**src/rtl/core/fkad_pkg.sv**
```systemverilog
`timescale 1ns / 1ps
// ----------------------------------------------------------------------------
// fkad_pkg
// Shared widths, register indexes and the per-lane control beat for the
// four key armed debouncer.
// ----------------------------------------------------------------------------
package fkad_pkg;

    // field widths fixed by the interface
    localparam int PIN_W     = 4;
    localparam int MASK_W    = 4;
    localparam int COUNT_W   = 8;
    localparam int EVENT_W   = 3;
    localparam int CFG_W     = 8;
    localparam int CFG_IDX_W = 1;

    // register indexes on the configuration port
    localparam logic [CFG_IDX_W-1:0] REG_DEBOUNCE_TICKS   = 1'b0;
    localparam logic [CFG_IDX_W-1:0] REG_ACTIVE_HIGH_MASK = 1'b1;

    // register reset values
    localparam logic [COUNT_W-1:0] DEBOUNCE_RESET = 8'd20;
    localparam logic [MASK_W-1:0]  MASK_RESET     = 4'd1;

    // per-lane control for one tick
    typedef struct packed {
        logic               en;    // tick beat accepted this cycle
        logic               down;  // key reads as pressed
        logic [COUNT_W-1:0] lim;   // debounce time
    } lane_ctrl_t;

endpackage

```
**src/rtl/core/fkad_lane.sv**
```systemverilog
`timescale 1ns / 1ps
// ----------------------------------------------------------------------------
// fkad_lane
// Debounce state of one key: release and press counters, armed and held
// flags. Raises fire on the tick that completes an armed press.
// ----------------------------------------------------------------------------
module fkad_lane
(
    input  logic                clk,
    input  logic                rst_n,
    input  fkad_pkg::lane_ctrl_t ctrl,
    output logic                fire
);

    logic [fkad_pkg::COUNT_W-1:0] press_count_reg, press_count_next;
    logic [fkad_pkg::COUNT_W-1:0] release_count_reg, release_count_next;
    logic                         held_reg, held_next;
    logic                         armed_reg, armed_next;

    always_comb
    begin
        press_count_next   = press_count_reg;
        release_count_next = release_count_reg;
        held_next          = held_reg;
        armed_next         = armed_reg;
        fire               = 1'b0;
        if (!ctrl.down)
        begin
            press_count_next = '0;
            held_next        = 1'b0;
            if (release_count_reg < ctrl.lim)
            begin
                release_count_next = fkad_pkg::COUNT_W'(release_count_reg + 1'b1);
            end
            if (release_count_next >= ctrl.lim)
            begin
                armed_next = 1'b1;
            end
        end
        else
        begin
            release_count_next = '0;
            if (armed_reg)
            begin
                if (press_count_reg < ctrl.lim)
                begin
                    press_count_next = fkad_pkg::COUNT_W'(press_count_reg + 1'b1);
                end
                if (!held_reg && (press_count_next >= ctrl.lim))
                begin
                    held_next = 1'b1;
                    fire      = ctrl.en;
                end
            end
        end
    end

    always_ff @(posedge clk or negedge rst_n)
    begin
        if (!rst_n)
        begin
            press_count_reg   <= '0;
            release_count_reg <= '0;
            held_reg          <= 1'b0;
            armed_reg         <= 1'b0;
        end
        else if (ctrl.en)
        begin
            press_count_reg   <= press_count_next;
            release_count_reg <= release_count_next;
            held_reg          <= held_next;
            armed_reg         <= armed_next;
        end
    end

`ifndef SYNTHESIS
    // a press is only ever latched on an armed key
    assert property (@(posedge clk) disable iff (!rst_n) held_reg |-> armed_reg)
        else $error("fkad_lane: held without armed");
    // fire only on an accepted tick of an armed key
    assert property (@(posedge clk) disable iff (!rst_n)
        fire |-> (ctrl.en && armed_reg && !held_reg))
        else $error("fkad_lane: fire without armed tick");
    // a fired key is held on the next cycle
    assert property (@(posedge clk) disable iff (!rst_n) fire |=> held_reg)
        else $error("fkad_lane: fire did not latch held");
`endif

endmodule

```
**src/rtl/core/fkad_merge.sv**
```systemverilog
`timescale 1ns / 1ps
// ----------------------------------------------------------------------------
// fkad_merge
// Picks the highest key that fired and queues the event code in a
// two-entry output register and skid stage.
// ----------------------------------------------------------------------------
module fkad_merge
#(
    parameter int NUM_KEYS = 4
)
(
    input  logic                         clk,
    input  logic                         rst_n,
    input  logic                         push,
    input  logic [NUM_KEYS-1:0]          fire,
    output logic                         in_ready,
    output logic                         out_valid,
    input  logic                         out_ready,
    output logic [fkad_pkg::EVENT_W-1:0] press_event
);

    logic [fkad_pkg::EVENT_W-1:0] code;
    logic                         out_valid_reg, out_valid_next;
    logic [fkad_pkg::EVENT_W-1:0] out_data_reg, out_data_next;
    logic                         skid_valid_reg, skid_valid_next;
    logic [fkad_pkg::EVENT_W-1:0] skid_data_reg, skid_data_next;
    logic                         pop;

    // highest key wins, code is key number plus one cut to the field width
    always_comb
    begin
        code = '0;
        for (int k = 0; k < NUM_KEYS; k++)
        begin
            if (fire[k])
            begin
                code = fkad_pkg::EVENT_W'(k + 1);
            end
        end
    end

    assign in_ready    = !skid_valid_reg;
    assign out_valid   = out_valid_reg;
    assign press_event = out_data_reg;
    assign pop         = out_valid_reg && out_ready;

    always_comb
    begin
        out_valid_next  = out_valid_reg;
        out_data_next   = out_data_reg;
        skid_valid_next = skid_valid_reg;
        skid_data_next  = skid_data_reg;
        if (!out_valid_reg || pop)
        begin
            if (skid_valid_reg)
            begin
                out_valid_next  = 1'b1;
                out_data_next   = skid_data_reg;
                skid_valid_next = 1'b0;
            end
            else
            begin
                out_valid_next = push;
                out_data_next  = code;
            end
        end
        else if (push)
        begin
            skid_valid_next = 1'b1;
            skid_data_next  = code;
        end
    end

    always_ff @(posedge clk or negedge rst_n)
    begin
        if (!rst_n)
        begin
            out_valid_reg  <= 1'b0;
            skid_valid_reg <= 1'b0;
        end
        else
        begin
            out_valid_reg  <= out_valid_next;
            skid_valid_reg <= skid_valid_next;
        end
    end

    always_ff @(posedge clk)
    begin
        out_data_reg  <= out_data_next;
        skid_data_reg <= skid_data_next;
    end

`ifndef SYNTHESIS
    // the skid stage only fills behind a waiting output
    assert property (@(posedge clk) disable iff (!rst_n) skid_valid_reg |-> out_valid_reg)
        else $error("fkad_merge: skid full with output empty");
    // a beat into an empty queue shows at the output next cycle
    assert property (@(posedge clk) disable iff (!rst_n)
        (push && !out_valid_reg) |=> (out_valid_reg && !skid_valid_reg))
        else $error("fkad_merge: beat lost on empty queue");
    // draining the last entry with nothing new leaves the queue empty
    assert property (@(posedge clk) disable iff (!rst_n)
        (pop && !push && !skid_valid_reg) |=> !out_valid_reg)
        else $error("fkad_merge: beat repeated");
`endif

endmodule

```
**src/rtl/core/four_key_armed_debouncer_top.sv**
```systemverilog
`timescale 1ns / 1ps
// ----------------------------------------------------------------------------
// four_key_armed_debouncer_top
// Armed key debouncer: one beat per tick in, one event code per tick out.
// ----------------------------------------------------------------------------
// Each input beat is one tick carrying the raw pin levels of the keys; each
// produces exactly one output beat with the event code (0 none, key i gives
// i+1, highest key wins, lower events on the same tick are dropped). A key
// arms after debounce_ticks released ticks and fires once after
// debounce_ticks pressed ticks while armed. The block takes one tick per
// clock cycle while in_ready is high: every key has its own lane that updates
// its counters in the cycle the beat is accepted, and the merge stage
// registers the winning code. A two-entry output queue lets a tick be taken
// while a result still waits; input ready drops only when both entries are
// full. Registers (index 0 debounce_ticks, index 1 active_high_mask) are
// written through cfg_we while the block is idle, a user duty the block
// does not enforce. Keys past the pin width read a low level and low polarity.
// ----------------------------------------------------------------------------
module four_key_armed_debouncer_top
#(
    parameter int NUM_KEYS = 4
)
(
    input  logic                           clk,
    input  logic                           rst_n,
    // tick beats
    input  logic                           in_valid,
    output logic                           in_ready,
    input  logic [fkad_pkg::PIN_W-1:0]     pin_levels,
    // event beats
    output logic                           out_valid,
    input  logic                           out_ready,
    output logic [fkad_pkg::EVENT_W-1:0]   press_event,
    // configuration writes
    input  logic                           cfg_we,
    input  logic [fkad_pkg::CFG_IDX_W-1:0] cfg_index,
    input  logic [fkad_pkg::CFG_W-1:0]     cfg_data
);

    // configuration registers
    logic [fkad_pkg::COUNT_W-1:0] debounce_ticks_reg;
    logic [fkad_pkg::MASK_W-1:0]  active_high_mask_reg;

    logic                         tick_accept;
    logic [NUM_KEYS-1:0]          fire;

    always_ff @(posedge clk or negedge rst_n)
    begin
        if (!rst_n)
        begin
            debounce_ticks_reg   <= fkad_pkg::DEBOUNCE_RESET;
            active_high_mask_reg <= fkad_pkg::MASK_RESET;
        end
        else if (cfg_we)
        begin
            case (cfg_index)
                fkad_pkg::REG_DEBOUNCE_TICKS:
                    debounce_ticks_reg <= cfg_data;
                fkad_pkg::REG_ACTIVE_HIGH_MASK:
                    active_high_mask_reg <= cfg_data[fkad_pkg::MASK_W-1:0];
                default:
                    ;
            endcase
        end
    end

    assign tick_accept = in_valid && in_ready;

    // one lane per key, all stepping on the same tick
    for (genvar k = 0; k < NUM_KEYS; k++)
    begin : g_lane
        fkad_pkg::lane_ctrl_t ctrl;

        assign ctrl.en  = tick_accept;
        assign ctrl.lim = debounce_ticks_reg;
        if (k < fkad_pkg::PIN_W)
        begin : g_pin
            // pressed when the level matches the key's polarity bit
            assign ctrl.down = (pin_levels[k] == active_high_mask_reg[k]);
        end
        else
        begin : g_nopin
            // no pin behind this key: level and polarity both read low
            assign ctrl.down = 1'b1;
        end

        fkad_lane u_lane
        (
            .clk   (clk),
            .rst_n (rst_n),
            .ctrl  (ctrl),
            .fire  (fire[k])
        );
    end

    // priority pick and output queue
    fkad_merge #(
        .NUM_KEYS (NUM_KEYS)
    ) u_merge
    (
        .clk         (clk),
        .rst_n       (rst_n),
        .push        (tick_accept),
        .fire        (fire),
        .in_ready    (in_ready),
        .out_valid   (out_valid),
        .out_ready   (out_ready),
        .press_event (press_event)
    );

endmodule
```
**config.mk**
```make
export PLATFORM = sky130hd
export DESIGN_NAME = four_key_armed_debouncer_top
export DESIGN_NICKNAME = d
export VERILOG_FILES = /design/src/rtl/core/fkad_pkg.sv /design/src/rtl/core/fkad_lane.sv /design/src/rtl/core/fkad_merge.sv /design/src/rtl/core/four_key_armed_debouncer_top.sv
export SDC_FILE = /design/constraint.sdc
export NUM_CORES = 1
export LEC_CHECK = 0
export ABC_AREA = 1
export BUFFER_PORTS_ARGS = -buffer_cell sky130_fd_sc_hd__buf_2
export CORE_UTILIZATION = 46
export DETAILED_ROUTE_END_ITERATION = 12
export PLACE_DENSITY_LB_ADDON = 0.05
export SLEW_MARGIN = 20
export SYNTH_ARGS = -nofsm -noshare
export SYNTH_HDL_FRONTEND = slang
export SYNTH_HIERARCHICAL = 1
export SYNTH_SLANG_ARGS = --single-unit
```
**constraint.sdc**
```tcl
create_clock -name clk -period 4.05 [get_ports clk]
set_clock_uncertainty 0.15 [all_clocks]
set_input_delay 0.2025 -clock clk [delete_from_list [all_inputs] [get_ports clk]]
set_output_delay 0.2025 -clock clk [all_outputs]
set_load 0.05 [all_outputs]
```
# After elaboration in Yosys (flattened, before gate mapping)
# Index checks and enable logic that the tools add are counted.
[word_totals]
register_bits = 92
word_cells = 157
n_memories = 0
rom_bits = 0
out_inout_bits = 5
latchBits = 0
ram_bits = 0
[op_classes]
n_reduce_logical = 29
shifts = 0
multipliers = 0
n_addsub = 8
n_lt_le_gt_ge = 16
n_div = 0
bitwise_logic = 6
eq_ne = 12
muxes = 64
[op_table]
columns = ["operator", "count"]
rows = [
  ["$mux W8", 32],
  ["$add A8 B1 Y8 const B", 8],
  ["$ge A8 B8 Y1", 8],
  ["$lt A8 B8 Y1", 8],
  ["$mux W1", 28],
  ["$reduce_and A3 Y1", 8],
  ["$ne A2 B2 Y1 const B", 8],
  ["$reduce_and A2 Y1", 7],
  ["$mux W3", 4],
  ["$logic_and A1 B1 Y1", 6],
  ["$logic_not A1 Y1", 6],
  ["$not A1 Y1", 6],
  ["$eq A1 B1 Y1", 4],
  ["$reduce_bool A2 Y1", 1],
  ["$logic_or A1 B1 Y1", 1],
]

# Longest topological paths before layout
[logic_depth]
ltp_word = 14
ltp_mapped = 23
mapped_depth_nobuf = 23

# Cells and area by module
# The synthesis kept the hierarchy.
[modules_own_cells]
columns = ["mod", "cells_each", "instances", "area_each_um2"]
rows = [
  ["fkad_lane", 313, 4, 2074.5],
  ["four_key_armed_debouncer_top", 58, 1, 526.8],
  ["fkad_merge", 33, 1, 327.8],
]

# Worst setup path after synthesis
# No wires, ideal clock.
[synth_path]
kind = "register to register"
start = "register debounce_ticks_reg[4] in the netlist's numbering"
end = "register u_merge.out_data_reg (netlist bit u_merge/press_event[1]), data pin"
setup_time_ns = 0.254
required_time_ns = 3.646
arrival_ns = 2.403
period_less_slack_ns = 2.807
path_stages_with_launch = 19
path_slack_ns = 1.243
path_cell_list = "dfstp_2 inv_1 ha_1 a21oi_1 o21a_1 buf_2 nand3_1 and2_1 ha_1 a21oi_1 o21ai_0 nand2_1 nand4_1 nand2_1 inv_1 inv_1 nand2_1 nand3_1 nand2_1"
[synth_via]
elab_cells_between_ends = 31
cone_classes = "6 x order compare; 22 x mux; 3 x reduce/logical"
[synth_rtl]
columns = ["item", "line_no", "source"]
rows = [
  ["start: declaration", "four_key_armed_debouncer_top.sv:41", "logic [fkad_pkg::COUNT_W-1:0] debounce_ticks_reg;"],
  ["start signal: assignment", "four_key_armed_debouncer_top.sv:51", "debounce_ticks_reg <= fkad_pkg::DEBOUNCE_RESET;"],
  ["start signal: assignment", "four_key_armed_debouncer_top.sv:58", "debounce_ticks_reg <= cfg_data;"],
  ["$lt A8 B8 Y1", "fkad_lane.sv:45", "if (press_count_reg < ctrl.lim)"],
  ["$mux W8", "fkad_lane.sv:45", ""],
  ["$mux W8", "fkad_lane.sv:43", "if (armed_reg)"],
  ["$mux W8", "fkad_lane.sv:27", "if (!ctrl.down)"],
  ["$ge A8 B8 Y1 *", "fkad_lane.sv:49", "if (!held_reg && (press_count_next >= ctrl.lim))"],
  ["$logic_and A1 B1 Y1 *", "fkad_lane.sv:49", ""],
  ["$mux W1 *", "fkad_lane.sv:49", ""],
  ["$mux W1 *", "fkad_lane.sv:43", ""],
  ["$mux W1 *", "fkad_lane.sv:27", ""],
  ["net fire[2]", "four_key_armed_debouncer_top.sv:45", "logic [NUM_KEYS-1:0] fire;"],
  ["$mux W3 * (2 in a row)", "fkad_merge.sv:35", "if (fire[k])"],
  ["$mux W3 *", "fkad_merge.sv:55", "if (skid_valid_reg)"],
  ["end signal: assignment", "fkad_merge.sv:90", "out_data_reg <= out_data_next;"],
  ["end: declaration", "fkad_merge.sv:24", "logic [fkad_pkg::EVENT_W-1:0] out_data_reg, out_data_next;"],
]
# Mark *: on every way through the listed nets, which the timed path passes. The rest lies on a longest branch. The select of a mux whose other input is x is not followed.
# A chain may end at the register's enable or synchronous reset.

# Final worst setup path
[layout_path]
start = "register debounce_ticks_reg[7] in the netlist's numbering"
end = "register u_merge.out_data_reg (netlist bit u_merge/press_event[0]), data pin"
[layout_via]
elab_cells_between_ends = 41
cone_classes = "8 x order compare; 29 x mux; 4 x reduce/logical"
[layout_rtl]
columns = ["item", "line_no"]
rows = [
  ["$lt A8 B8 Y1", "fkad_lane.sv:45"],
  ["$mux W8", "fkad_lane.sv:45"],
  ["$mux W8", "fkad_lane.sv:43"],
  ["$mux W8", "fkad_lane.sv:27"],
  ["$ge A8 B8 Y1 *", "fkad_lane.sv:49"],
  ["$logic_and A1 B1 Y1 *", "fkad_lane.sv:49"],
  ["$mux W1 *", "fkad_lane.sv:49"],
  ["$mux W1 *", "fkad_lane.sv:43"],
  ["$mux W1 *", "fkad_lane.sv:27"],
  ["net fire[3]", "four_key_armed_debouncer_top.sv:45"],
  ["$mux W3 *", "fkad_merge.sv:35"],
  ["$mux W3 *", "fkad_merge.sv:55"],
]
# Marked as above.

==> results by group <==
Global routing
  – Gr ovfl total: 0
  – First-pass GRT wire length: 36700 um
  – Total track usage: 0.229
  – Pin count of the biggest net entering global routing: 59
  – Initial antenna violation count: 0
  – Vias in the first global route: 7443

Timing
  – Final Max Slew Viols: 0
  – Setup TNS: 0 ns
  – Worst hold slack: 0.0430 ns
  – Rel. slew slack: 0.469
  – Worst-margin pin slew: 0.796 ns
  – Max Clk Rate: 293 MHz
  – Unrepaired setup endpoints after global routing: false
  – Final cycle utilization of the critical path: 0.844
  – # setup viols final: 0
  – Crit path time final: 3.42 ns
  – Final Hold Fails: 0

Placed design
  – PortBufs: 22
  – Placer Congestion: 0.852
  – Placed cell area: 9510 um2
  – DP Wirelength: 16700 um

Synth
  – Sequential share of the synthesized area: 0.255
  – Post-synth EDFFs: 6
  – Average cell area after synthesis: 6.81 um2
  – YS warnings: 6
  – Seq cells post-synth: 92
  – Top-area cell type share of the netlist area: 0.227
  – Post-Syn Area: 9150 um2
  – Top cells by area, synth: dfrtp_1 23%, nand2_1 18%, ha_1 17%, inv_1 9.8%, nand3_1 8.6%
  – Synth Instances: 1343
  – Synth cell types: 28
  – Cell accounting for the most synthesized area: dfrtp_1
  – FFs w/ async S/R, synth: 0.935
  – Syn_nets: 1489
  – Top_reg_cell synth: dfrtp_1

Power
  – Clk pwr share: 0.133
  – Total Power: 6.59 mW
  – Combinational cell fraction of total power: 0.627
  – Flop pwr share: 0.240
  – Cell Pwr Density: 664 nW/um2
  – Net Sw Frac: 0.505
  – VDD IR max: 0.337 mV
  – Sw Pwr: 3.33 mW
  – Leakage dissipation: 5.97 nW
  – Int Pwr: 3.26 mW

Clocking
  – Post-CTS sizing: 0
  – Clk buf depth: 2
  – Post-CTS Setup Inserts: 0
  – CTS tree: built
  – H-tree depth: 3
  – Clk slew on worst S/H paths: 0.07 ns
  – Clk sinks: 92
  – Worst-Skew Late Latency: 0.36 ns
  – Root Buffer: clkbuf_16
  – TritonCTS Buffers: 9

Worst setup path
  – CP max FO: 9
  – CP endpoint kind: flip-flop
  – Worst reg2reg path depth: 17
  – Reg2reg end: u_merge/press_event[0]
  – R2R Setup Slk: 0.63 ns
  – Crit path arrival time: 3.38 ns
  – Reg2reg start: debounce_ticks_reg[7]
  – CP Class: reg -> reg
  – Nature of the critical path startpoint: flip-flop
  – Req. time, crit path: 4.02 ns

Cells and area
  – Number of diodes: 0
  – Core Util, Final: 0.510
  – P&R area growth vs syn: 8.39%
  – Fin area: 9920 um2
  – Final #Nets: 1520
  – Most common cell after layout, fill and taps aside: nand2_1
  – Fraction of layout cells with a size suffix above 1: 0.0848
  – Commonest non-fill, non-tap cells in the layout: 440 x nand2_1, 238 x inv_1, 157 x nand3_1

Floorplanning
  – Cell row count: 51
  – Die X: 143 um
  – Core area: 19500 um2
  – Starting Density: 0.470
  – IO Pins: 23
  – Die Y: 143 um
  – Die area: 20500 um2

Hold path
  – Worst hold-check path type: in -> reg
  – Min-delay src: cfg_we
  – Hold-critical path depth: 3
  – Hold endpoint: debounce_ticks_reg[2]

Routing
  – Vias: 8155
  – DR iter-0 viols: 410
  – Wirelength per Cell: 13.4 um
  – DR vias/cell: 4.96
  – Pre-antenna DRT Iters: 5
  – Routed Wire Length: 22100 um
  – Drt drc: 0
  – Post-route ant nets: 0

Run
  – Max Cap Violations: 0

Outcome
  – Status: finished, final reports clean
## layout make-up
type | instances | area [um2]
well taps | 265 | 332
inverters | 248 | 931
flip-flops and latches | 92 | 2340
multi-input cells | 986 | 5770
fillers | 2021 | 9540
clock inverters | 7 | 67.6
clock buffers | 9 | 225
repair buffers | 37 | 255
## worst max-delay path, stage by stage (launching register included)
cell	delay (ns)
dfrtp_1	0.55
inv_1	0.18
ha_1	0.35
a21oi_1	0.16
o21a_1	0.38
nand3_1	0.16
nand2_1	0.11
inv_1	0.05
ha_1	0.29
nand2_1	0.07
nor2_1	0.14
nand4_1	0.10
nand4_1	0.10
nand2_1	0.07
inv_1	0.14
nor2_1	0.07
nand2_1	0.07
nand2_1	0.04
## logic make-up after synthesis
family                     count (synthesis)  synth area share
and+or+nand+nor                          728             0.366
AOI/OAI and AO/OA                         94            0.0558
buffers and inverters                    265             0.114
DFF                                       92             0.255
adders and majority gates                128             0.175
xor gates and xnor gates                  36            0.0344
## cell usage after synthesis (6+ instances only)
cell,count
ha_1,128
o21ai_0,20
and2_1,8
buf_2,8
nand2_1,440
nand3_2,8
inv_1,238
inv_2,10
edfxtp_1,6
xor2_1,32
nand3_1,157
a21oi_1,54
nand2_2,28
dfrtp_1,83
nor2_2,8
nor2_1,30
nand4_1,24
o21a_1,12
nand2_4,13
## metal layers
metal	global-route usage	share of wire	vias up
met5	0	0	-
met4	0.0600	0.015	0
met3	0.0295	0.022	21
met2	0.365	0.45	82
met1	0.324	0.52	3721
li1	-	-	4331
## power by group through the flow
stage	clock, mW	sequential, mW	combinational [mW]
2_1_floorplan	0	1.49	3.37
3_3_place_gp	0	1.59	4.07
3_5_place_dp	0	1.59	4.12
4_1_cts	0.911	1.57	4.16
5_1_grt	0.944	1.62	4.86
6_report	0.879	1.58	4.13
## worst max path at each step
stage | end | slack, ns | cells after the start | startpoint
after floorplan | u_merge/press_event[1] | 1.24 | 18 | debounce_ticks_reg[4]
after global placement | u_merge/press_event[0] | 0.67 | 16 | debounce_ticks_reg[7]
after detailed placement | u_merge/press_event[0] | 0.66 | 17 | debounce_ticks_reg[5]
after CTS | u_merge/press_event[0] | 0.64 | 17 | debounce_ticks_reg[7]
after global routing | u_merge/press_event[1] | 0.34 | 17 | debounce_ticks_reg[7]
final | u_merge/press_event[0] | 0.63 | 17 | debounce_ticks_reg[7]
## timing repair
| item | CTS | global route |
|---|---|---|
| setup endpoints to repair | 0 | 0 |
| hold buffers | 12 | 0 |
| hold endpoints to repair | 68 | 0 |
## per-stage QoR
step	cells	worst slack [ns]
global placement	1616	0.669
finish	1644	0.633
detailed placement	1616	0.664
CTS	1644	0.643
floorplan	1343	1.24
global route	1644	0.340
(Power assumes the default switching activity.)
